### config.mk
export PLATFORM = sky130hd
export DESIGN_NAME = latching_relay_pulse_sequencer
export DESIGN_NICKNAME = d
export VERILOG_FILES = /design/src/rtl/core/lrps_pkg.sv /design/src/rtl/core/lrps_cfg.sv /design/src/rtl/core/lrps_step.sv /design/src/rtl/core/latching_relay_pulse_sequencer.sv
export SDC_FILE = /design/constraint.sdc
export NUM_CORES = 1
export LEC_CHECK = 0
export ABC_AREA = 1
export BUFFER_PORTS_ARGS = -buffer_cell sky130_fd_sc_hd__buf_2
export CORE_AREA = 2 2 67 69
export DETAILED_ROUTE_END_ITERATION = 7
export DIE_AREA = 0 0 69 71
export PLACE_DENSITY_LB_ADDON = 0.08
export SYNTH_ARGS = -nofsm -noshare
export SYNTH_HDL_FRONTEND = slang
export SYNTH_SLANG_ARGS = --single-unit
### constraint.sdc
create_clock -name clk_i -period 5.3 [get_ports clk_i]
set_input_delay 0.795 -clock clk_i [delete_from_list [all_inputs] [get_ports clk_i]]
set_output_delay 0.795 -clock clk_i [all_outputs]
set_load 0.05 [all_outputs]
### src/rtl/core/lrps_pkg.sv
// Shared types and constants for the latching relay pulse sequencer.
// Used by lrps_cfg, lrps_step and the top level; depends on nothing.
package lrps_pkg;

  localparam int unsigned CntW       = 4;
  localparam logic [CntW-1:0] PulseTicks = 4'd15;

  // Pending pulse bits
  localparam logic [3:0] PendR1 = 4'b0001;
  localparam logic [3:0] PendL1 = 4'b0010;
  localparam logic [3:0] PendR2 = 4'b0100;
  localparam logic [3:0] PendL2 = 4'b1000;

  // Pin level bits: relay levels, then coil lines one to four
  localparam logic [5:0] PinRel1  = 6'b000001;
  localparam logic [5:0] PinRel2  = 6'b000010;
  localparam logic [5:0] PinC1    = 6'b000100;
  localparam logic [5:0] PinC2    = 6'b001000;
  localparam logic [5:0] PinC3    = 6'b010000;
  localparam logic [5:0] PinC4    = 6'b100000;
  localparam logic [5:0] PinCoils = 6'b111100;

  // Register word indexes on the configuration port
  localparam logic RegStartup = 1'b0;

  typedef struct packed {
    logic            started;
    logic [1:0]      applied;
    logic [3:0]      pending;
    logic [CntW-1:0] countdown;
    logic [5:0]      pins;
  } lrps_state_t;

  typedef struct packed {
    logic [1:0] store_value;
    logic       store_valid;
    logic       coil_line4;
    logic       coil_line3;
    logic       coil_line2;
    logic       coil_line1;
    logic       relay2_level;
    logic       relay1_level;
  } lrps_result_t;

endpackage

### src/rtl/core/lrps_cfg.sv
// APB-style configuration register bank holding the startup request.
// Depends on lrps_pkg for the register index.
module lrps_cfg
  import lrps_pkg::*;
(
  input  logic        clk_i,
  input  logic        rst_ni,
  input  logic        psel,
  input  logic        penable,
  input  logic        pwrite,
  input  logic [2:0]  paddr,
  input  logic [31:0] pwdata,
  output logic [31:0] prdata,
  output logic        pready,
  output logic [1:0]  startup_o
);

  logic [1:0] startup_q;
  logic [1:0] startup_d;
  logic       wr_en;

  assign pready = 1'b1;
  assign wr_en  = psel && penable && pwrite && (paddr[2] == RegStartup);

  // Take a write in the access cycle
  always_comb begin
    startup_d = startup_q;
    if (wr_en) begin
      startup_d = pwdata[1:0];
    end
  end

  always_ff @(posedge clk_i or negedge rst_ni) begin
    if (!rst_ni) begin
      startup_q <= 2'b00;
    end else begin
      startup_q <= startup_d;
    end
  end

  // Read back; addresses beyond the bank read as zero
  always_comb begin
    prdata = 32'd0;
    if (paddr[2] == RegStartup) begin
      prdata = {30'd0, startup_q};
    end
  end

  assign startup_o = startup_q;

endmodule

### src/rtl/core/lrps_step.sv
// Single-tick update of the relay pulse sequencer: next state and result.
// Pure logic; depends on lrps_pkg for state and result types.
module lrps_step
  import lrps_pkg::*;
(
  input  lrps_state_t  state_i,
  input  logic [1:0]   req_i,
  input  logic [1:0]   startup_i,
  output lrps_state_t  state_o,
  output lrps_result_t result_o
);

  logic [1:0]      app;
  logic [1:0]      change;
  logic [3:0]      pend;
  logic [3:0]      serve;
  logic [CntW-1:0] cd;
  logic [5:0]      pins;
  logic            sv;
  logic [1:0]      sval;

  always_comb begin
    // Seed the applied positions from the startup request on the first tick
    app    = state_i.started ? state_i.applied : {1'b0, (startup_i == 2'b00)};
    pend   = state_i.pending;
    cd     = state_i.countdown;
    pins   = state_i.pins;
    sv     = 1'b0;
    sval   = 2'b00;
    change = req_i ^ app;

    // Queue pulses for a changed request when idle
    if (pend == 4'd0 && cd == '0 && change != 2'b00) begin
      if (change[0]) pend = pend | (req_i[0] ? PendR1 : PendL1);
      if (change[1]) pend = pend | (req_i[1] ? PendR2 : PendL2);
      cd   = PulseTicks;
      app  = req_i;
      sv   = 1'b1;
      sval = req_i;
    end

    if (pend == 4'd0) begin
      pins = pins & ~PinCoils;
    end

    // Serve the first pending pulse in fixed order
    serve = 4'd0;
    if ((pend & PendR1) != 4'd0) begin
      pins  = pins | PinRel1 | PinC2 | PinC3;
      serve = PendR1;
    end else if ((pend & PendL1) != 4'd0) begin
      pins  = (pins & ~PinRel1) | PinC1 | PinC4;
      serve = PendL1;
    end else if ((pend & PendR2) != 4'd0) begin
      pins  = pins | PinRel2 | PinC3 | PinC4;
      serve = PendR2;
    end else if ((pend & PendL2) != 4'd0) begin
      pins  = (pins & ~PinRel2) | PinC1 | PinC2;
      serve = PendL2;
    end

    // Finish the served pulse once its countdown has run out
    if (serve != 4'd0 && cd == '0) begin
      pend = pend & ~serve;
      cd   = PulseTicks;
      pins = pins & ~PinCoils;
    end

    // Advance the countdown, or drop whatever is left
    if (cd == '0) begin
      pend = 4'd0;
    end else begin
      cd = cd - 1'b1;
    end

    state_o.started   = 1'b1;
    state_o.applied   = app;
    state_o.pending   = pend;
    state_o.countdown = cd;
    state_o.pins      = pins;

    result_o.relay1_level = pins[0];
    result_o.relay2_level = pins[1];
    result_o.coil_line1   = pins[2];
    result_o.coil_line2   = pins[3];
    result_o.coil_line3   = pins[4];
    result_o.coil_line4   = pins[5];
    result_o.store_valid  = sv;
    result_o.store_value  = sval;
  end

endmodule

### src/rtl/core/latching_relay_pulse_sequencer.sv
// Top level of the latching relay pulse sequencer.
// Depends on lrps_pkg, lrps_cfg and lrps_step.
//
//   port group    | dir | role
//   s_axis_*      | in  | tick transactions, tdata[1:0] = request_bits
//   m_axis_*      | out | one result transaction per tick
//   p* (APB)      | in  | register 0 at byte 0: startup_request
//
// Each tick passes through the input register and then the result
// register; one tick per cycle is sustained while m_axis does not stall,
// since the state update in lrps_step is combinational.
// rst_ni clears the state, the startup register and both valid flags.
// A stall on m_axis holds the result; the input register still takes one
// more tick, then s_axis_tready drops until the result is taken.
module latching_relay_pulse_sequencer
  import lrps_pkg::*;
(
  input  logic        clk_i,
  input  logic        rst_ni,
  input  logic        s_axis_tvalid,
  output logic        s_axis_tready,
  input  logic [7:0]  s_axis_tdata,  // [1:0] request_bits, [7:2] zero
  output logic        m_axis_tvalid,
  input  logic        m_axis_tready,
  // [0] relay1_level, [1] relay2_level, [5:2] coil_line1..4,
  // [6] store_valid, [8:7] store_value, [15:9] zero
  output logic [15:0] m_axis_tdata,
  input  logic        psel,
  input  logic        penable,
  input  logic        pwrite,
  input  logic [2:0]  paddr,
  input  logic [31:0] pwdata,
  output logic [31:0] prdata,
  output logic        pready
);

  logic         in_valid_q, in_valid_d;
  logic [1:0]   in_req_q, in_req_d;
  logic         out_valid_q, out_valid_d;
  lrps_result_t out_q, out_d;
  lrps_state_t  state_q, state_d;
  lrps_state_t  step_state;
  lrps_result_t step_result;
  logic [1:0]   startup;
  logic         out_free;
  logic         fire;

  lrps_cfg u_cfg (
    .clk_i     (clk_i),
    .rst_ni    (rst_ni),
    .psel      (psel),
    .penable   (penable),
    .pwrite    (pwrite),
    .paddr     (paddr),
    .pwdata    (pwdata),
    .prdata    (prdata),
    .pready    (pready),
    .startup_o (startup)
  );

  lrps_step u_step (
    .state_i   (state_q),
    .req_i     (in_req_q),
    .startup_i (startup),
    .state_o   (step_state),
    .result_o  (step_result)
  );

  // Handshake: the result register frees when empty or being taken
  assign out_free      = !out_valid_q || m_axis_tready;
  assign fire          = in_valid_q && out_free;
  assign s_axis_tready = !in_valid_q || out_free;

  always_comb begin
    in_valid_d  = in_valid_q;
    in_req_d    = in_req_q;
    out_valid_d = out_valid_q;
    out_d       = out_q;
    state_d     = state_q;
    // Hand the registered tick to the step logic
    if (fire) begin
      state_d     = step_state;
      out_d       = step_result;
      out_valid_d = 1'b1;
      in_valid_d  = 1'b0;
    end else if (out_free) begin
      out_valid_d = 1'b0;
    end
    // Capture a new tick
    if (s_axis_tvalid && s_axis_tready) begin
      in_valid_d = 1'b1;
      in_req_d   = s_axis_tdata[1:0];
    end
  end

  always_ff @(posedge clk_i or negedge rst_ni) begin
    if (!rst_ni) begin
      in_valid_q  <= 1'b0;
      out_valid_q <= 1'b0;
      state_q     <= '0;
    end else begin
      in_valid_q  <= in_valid_d;
      out_valid_q <= out_valid_d;
      state_q     <= state_d;
    end
  end

  // Payload registers
  always_ff @(posedge clk_i) begin
    in_req_q <= in_req_d;
    out_q    <= out_d;
  end

  assign m_axis_tvalid = out_valid_q;
  assign m_axis_tdata  = {7'd0, out_q};

endmodule

Word-level counts from Yosys, hierarchy flattened
Cells that the tools add are included.
- flip-flop bits (word level): 32
- bits in latches: 0
- bits in writable memories: 0
- memory bits (read-only): 0
- bits of input ports: 50
- output and inout bits: 51
- word-level logic and storage cells: 75
- memories kept: 0
- add/subtract/negate cells: 1
- $mul: 0
- divide/modulo/power cells: 0
- order comparisons: 0
- eq/ne operators: 0
- shift-type cells: 0
- muxes and demuxes: 29
- bitwise gates (word level): 6
- reduce and logical (&&, ||, !) cells: 22
- operator list (cell ; count):
    2-to-1 mux 4 bit ; 15
    2-to-1 mux 6 bit ; 5
    logical NOT 4 bit ; 5
    logical AND 1 bit ; 8
    2-to-1 mux 2 bit ; 4
    OR 4 bit ; 2
    nonzero test 2 bit ; 3
    2-to-1 mux 1 bit ; 5
    AND 4 bit ; 1
    inverter 4 bit ; 1
    nonzero test 4 bit ; 1
    subtractor 4 x 1 -> 4 bit (second input constant) ; 1
    logical NOT 1 bit ; 2
    logical NOT 2 bit ; 1
    logical OR 1 bit ; 2
    XOR 2 bit ; 1
    inverter 1 bit ; 1

Depth between registers and ports, before layout
- word-level depth: 18
- mapped depth: 17
- depth with buffers taken out: 17

Modules after synthesis
A second synthesis with hierarchy kept.
- cells, all modules: 285
- area, all modules: 2259.7 µm²
- by module, submodules not included (module ; instances ; cells an instance ; area an instance (µm²) ; sequential area each (µm²)):
    latching_relay_pulse_sequencer ; 1 ; 102 ; 1187.4 ; 805.8
    lrps_step ; 1 ; 133 ; 720.7 ; 0.0
    lrps_cfg ; 1 ; 50 ; 351.6 ; 50.0

Least setup slack after synthesis
OpenSTA, ideal clock, no wires.
- kind: input -> output
- from: in paddr[2]
- to: out prdata[0]
- arrival time: 1449 ps
- required time: 4505 ps
- setup slack: 3056 ps
- cell stages on the path: 1
- path buffers: 0
- path through: nor2_1
- longest elaborated chain between the ends: 1
- ends and longest elaborated chain (item ; RTL line ; source):
    start, declared ; latching_relay_pulse_sequencer.sv:31 ; input logic [2:0] paddr,
    2-to-1 mux 2 bit ; lrps_cfg.sv:44 ; if (paddr[2] == RegStartup) begin
    end, declared ; latching_relay_pulse_sequencer.sv:33 ; output logic [31:0] prdata,
Every way passes these cells.

Worst setup path after layout
- from: reg state_q[16] (netlist bit)
- to: reg state_q[6] (netlist bit)
- longest elaborated chain between the ends: 16
- elaborated cells between the ends (all ways): 21
- classes of those cells: add/sub (1); mux (12); bitwise (2); reduce/logical (6)
- ends and longest elaborated chain (item ; RTL line ; source):
    start, declared ; latching_relay_pulse_sequencer.sv:41 ; lrps_state_t state_q, state_d;
    start signal, assigned ; latching_relay_pulse_sequencer.sv:104 ; state_q <= state_d;
    2-to-1 mux 2 bit * ; lrps_step.sv:24 ; app = state_i.started ? state_i.applied : {1'b0, (startup_i == 2'b00)};
    XOR 2 bit * ; lrps_step.sv:30 ; change = req_i ^ app;
    2-to-1 mux 4 bit ; lrps_step.sv:34 ; if (change[0]) pend = pend | (req_i[0] ? PendR1 : PendL1);
    2-to-1 mux 4 bit ; lrps_step.sv:33 ; if (pend == 4'd0 && cd == '0 && change != 2'b00) begin
    OR 4 bit ; lrps_step.sv:35 ; if (change[1]) pend = pend | (req_i[1] ? PendR2 : PendL2);
    2-to-1 mux 4 bit ; lrps_step.sv:35 ;
    2-to-1 mux 4 bit ; lrps_step.sv:33 ;
    2-to-1 mux 4 bit ; lrps_step.sv:57 ; end else if ((pend & PendL2) != 4'd0) begin
    2-to-1 mux 4 bit ; lrps_step.sv:54 ; end else if ((pend & PendR2) != 4'd0) begin
    2-to-1 mux 4 bit ; lrps_step.sv:51 ; end else if ((pend & PendL1) != 4'd0) begin
    2-to-1 mux 4 bit ; lrps_step.sv:48 ; if ((pend & PendR1) != 4'd0) begin
    nonzero test 4 bit ; lrps_step.sv:63 ; if (serve != 4'd0 && cd == '0) begin
    logical AND 1 bit ; lrps_step.sv:63 ;
    2-to-1 mux 4 bit * ; lrps_step.sv:63 ;
    subtractor 4 x 1 -> 4 bit or logical NOT 4 bit (tied branches) ; lrps_step.sv:73, lrps_step.sv:70 ;
    2-to-1 mux 4 bit * ; lrps_step.sv:70 ; if (cd == '0) begin
Mark *: on every way between the ends. The rest lies on a longest branch, timed or not. The select of a mux whose other input is x is not followed.
A chain may end at the register's enable or synchronous reset.

==> flow_metrics.py <==
metrics = {
    "route": {
        "postRouteAntennaNets": 0,
        "wl_um": 3350,
        "initialDrtViolationCount": 87,
        "wl_per_cell_um": 10.8,
        "num_vias": 1402,
        "dr.pass1.iters": 4,
        "viasPerCell": 4.49,
        "drc": 0,
    },
    "floorplan": {
        "initial_core_util": 0.466,
        "row_count": 24,
        "fp.dieH_um": 71,
        "ios": 101,
        "die_area_mm2": 0.00490,
        "core_area_mm2": 0.00420,
        "die_x_um": 69,
    },
    "worst_setup_path": {
        "path_cells": "inv_1 -> o21ai_2 -> nand2_1 -> inv_1 -> nand3_1 -> nand2_2 -> nor2_4 -> nand2_4 -> nand2_4 -> inv_2 -> nor3_1 -> ha_1 -> nand3_4 -> nor2_4 -> nand2_1 -> nand3_1 -> nand2_1",
        "critPathMaxFanout": 10,
        "crit_path_frequent_cell": "nand2_1",
        "cp.arrival_ns": 2.56,
        "cpMaxStageDelayCell": "dfrtp_1",
        "path_class": "reg -> reg",
        "crit_path_max_incr_delay_ns": 0.41,
        "cp-end-kind": "register",
        "cp.required_ns": 5.46,
        "crit_start": "state_q[16]$_DFFE_PN0P_",
        "crit_path_start_kind": "register",
        "worstReg2RegStart": "state_q[16]$_DFFE_PN0P_",
    },
    "outcome": {
        "status": "finished, final reports clean",
    },
    "placement": {
        "gp_routability_congestion": 0.794,
        "placed_cell_area_mm2": 0.00199,
        "portBuffers": 24,
        "hpwlAfterDp_um": 2460,
    },
    "logic_synthesis": {
        "synth-simple-area-share": 0.257,
        "synth_compound_area_frac": 0.0868,
        "yosys.area.top_type_share": 0.268,
        "synth.area.mux_share": 0,
        "synth_commonest_cells": "nand2_1, buf_4, inv_1",
        "seq_area_frac_synth": 0.437,
        "synth_area_leaders": "dfrtp_1, edfxtp_1, buf_4, nand2_1, inv_1",
        "synth.most_common_cell": "nand2_1",
        "synth_top_cell_by_area": "dfrtp_1",
        "ys.flop_type": "dfrtp_1",
        "synth-adder-area-share": 0.00639,
        "async_flop_share": 0.656,
        "synth_area_mm2": 0.00196,
        "post_synth_xor_area_fraction": 0,
        "synth_cell_types": 29,
        "ys_ff_latch": 32,
        "synthCells": 232,
        "synth_enable_flop_cells": 11,
        "ys.warnings.count": 0,
        "synth_top_family_by_area": "simple AND/OR/NAND/NOR gates",
        "syn_area_per_cell_um2": 8.45,
    },
    "sta": {
        "fmax_mhz": 416,
        "post-route-period-util": 0.453,
        "relSlewSlack": 0.477,
        "rsz0062_at_grt": "no",
        "worstMarginPinSlew_ns": 0.784,
        "fin_hold_ws_ns": 0.473,
        "tns_ns": 0,
        "slew_violations": 0,
        "setup_viol": 0,
        "hold_violations": 0,
        "clock_skew_ns": 0.00663,
        "min_period_ns": 2.40,
    },
    "clock_tree": {
        "insertion_delay_ns": 0.28,
        "cts_tree": "built",
        "cts_hold_buf": 0,
        "clkTransAtPathRegs_ns": 0.07,
        "clockBufferDepth": 2,
        "cts_buffers": 5,
        "post_cts_buffers": 0,
        "cts_max_level": 2,
        "cts-root-buf": "clkbuf_8",
        "cts_sinks": 32,
        "cts_resized": 0,
    },
    "cells_and_area": {
        "utilization": 0.494,
        "syn_to_final_growth_pct": 5.94,
        "drive_above_1_share": 0.231,
        "diodes": 0,
        "stdcell_area_mm2": 0.00208,
        "nets": 310,
        "nFillCells": 441,
    },
    "global_routing": {
        "grt_pass1_vias": 1217,
        "busiest_layer": "met2",
        "grt_max_degree": 24,
        "grt_use_met2": 0.234,
        "antenna_found_initial": 0,
        "met3_usage": 0.0399,
        "grt_overflow": 0,
        "grt_pass1_wl_um": 5350,
        "grt_use_met1": 0.169,
        "track_usage": 0.140,
    },
    "power": {
        "ir_worst_vdd_mv": 0.247,
        "cellPowerDensity_mw_per_mm2": 640,
        "leakagePower_nw": 1.10,
    },
    "run": {
        "maxCapViolations": 0,
    },
    "min_path": {
        "min_path_type": "in -> async",
    },
}
[metal layers]
layer,share of wire,vias to the layer above
li1,-,716
met1,0.45,635
met2,0.47,46
met3,0.060,5
met4,0.017,0
met5,0,-
[state kept, by name (all words and copies together) (netlist names)]
name,count
in_req_q,2
in_valid_q,1
m_axis_tdata,9
m_axis_tvalid,1
u_cfg.startup_o,2
state_q,17
[worst max-delay path, delay by kind of cell (launching register included)]
kind                       cells  cell delay, ns
and+or+nand+nor               12            1.29
DFF                            1            0.41
adders and majority gates      1            0.28
buffers and inverters          3            0.23
AOI/OAI and AO/OA              1            0.07
[metrics by stage]
| step | total power (W) | setup WS (ns) | instances |
|---|---|---|---|
| 2_1_floorplan | 0.00104 | 3.06 | 268 |
| 3_3_place_gp | 0.00113 | 2.67 | 304 |
| 3_5_place_dp | 0.00114 | 2.66 | 304 |
| 4_1_cts | 0.00134 | 2.87 | 312 |
| 5_1_grt | 0.00143 | 2.65 | 312 |
| 6_report | 0.00133 | 2.90 | 312 |
[cell families after synthesis]
| family | count (synthesis) |
|---|---|
| compound gates | 30 |
| fa+ha+maj | 1 |
| buf+inv | 71 |
| flops | 32 |
| other cells | 2 |
| simple gates | 96 |
[cell type report]
class,count,area [µm²],area share
Timing Repair Buffer,24,120,0.0579
Inverter,31,116,0.0561
Sequential cell,32,856,0.412
Clock buffer,8,90.1,0.0434
Multi-Input combinational cell,165,828,0.399
Tap cell,52,65.1,0.0313
[worst paths after layout]
check | endpoint | slack (ns) | cells after the start
max | state_q[6]$_DFFE_PN0P_ | 2.90 | 17
min | state_q[10]$_DFFE_PN0P_ | 0.47 | 1
max reg2reg | state_q[6]$_DFFE_PN0P_ | 2.90 | 17
min reg2reg | state_q[3]$_DFFE_PN0P_ | 0.49 | 2
max in group asynchronous | in_valid_q$_DFFE_PN0P_ | 4.49 | 1
min in group clk_i | state_q[3]$_DFFE_PN0P_ | 0.49 | 2
[layout by cell type (no fill, tap or decap), types with 8 or more instances in the layout]
| master | Yosys | layout |
|---|---|---|
| buf_2 | 1 | 24 |
| nand2_1 | 50 | 50 |
| nor2_1 | 11 | 11 |
| edfxtp_1 | 11 | 11 |
| inv_1 | 24 | 24 |
| nand3_1 | 12 | 12 |
| conb_1 | 2 | 38 |
| o21ai_0 | 8 | 8 |
| dfrtp_1 | 21 | 21 |
[where the power goes]
group,total [W],internal (W),switching [W]
Sequential,0.000403,0.000359,0.0000431
Clock,0.000192,0.000106,0.0000860
Combinational,0.000733,0.000206,0.000527
Power figures use the tool's default switching activity.
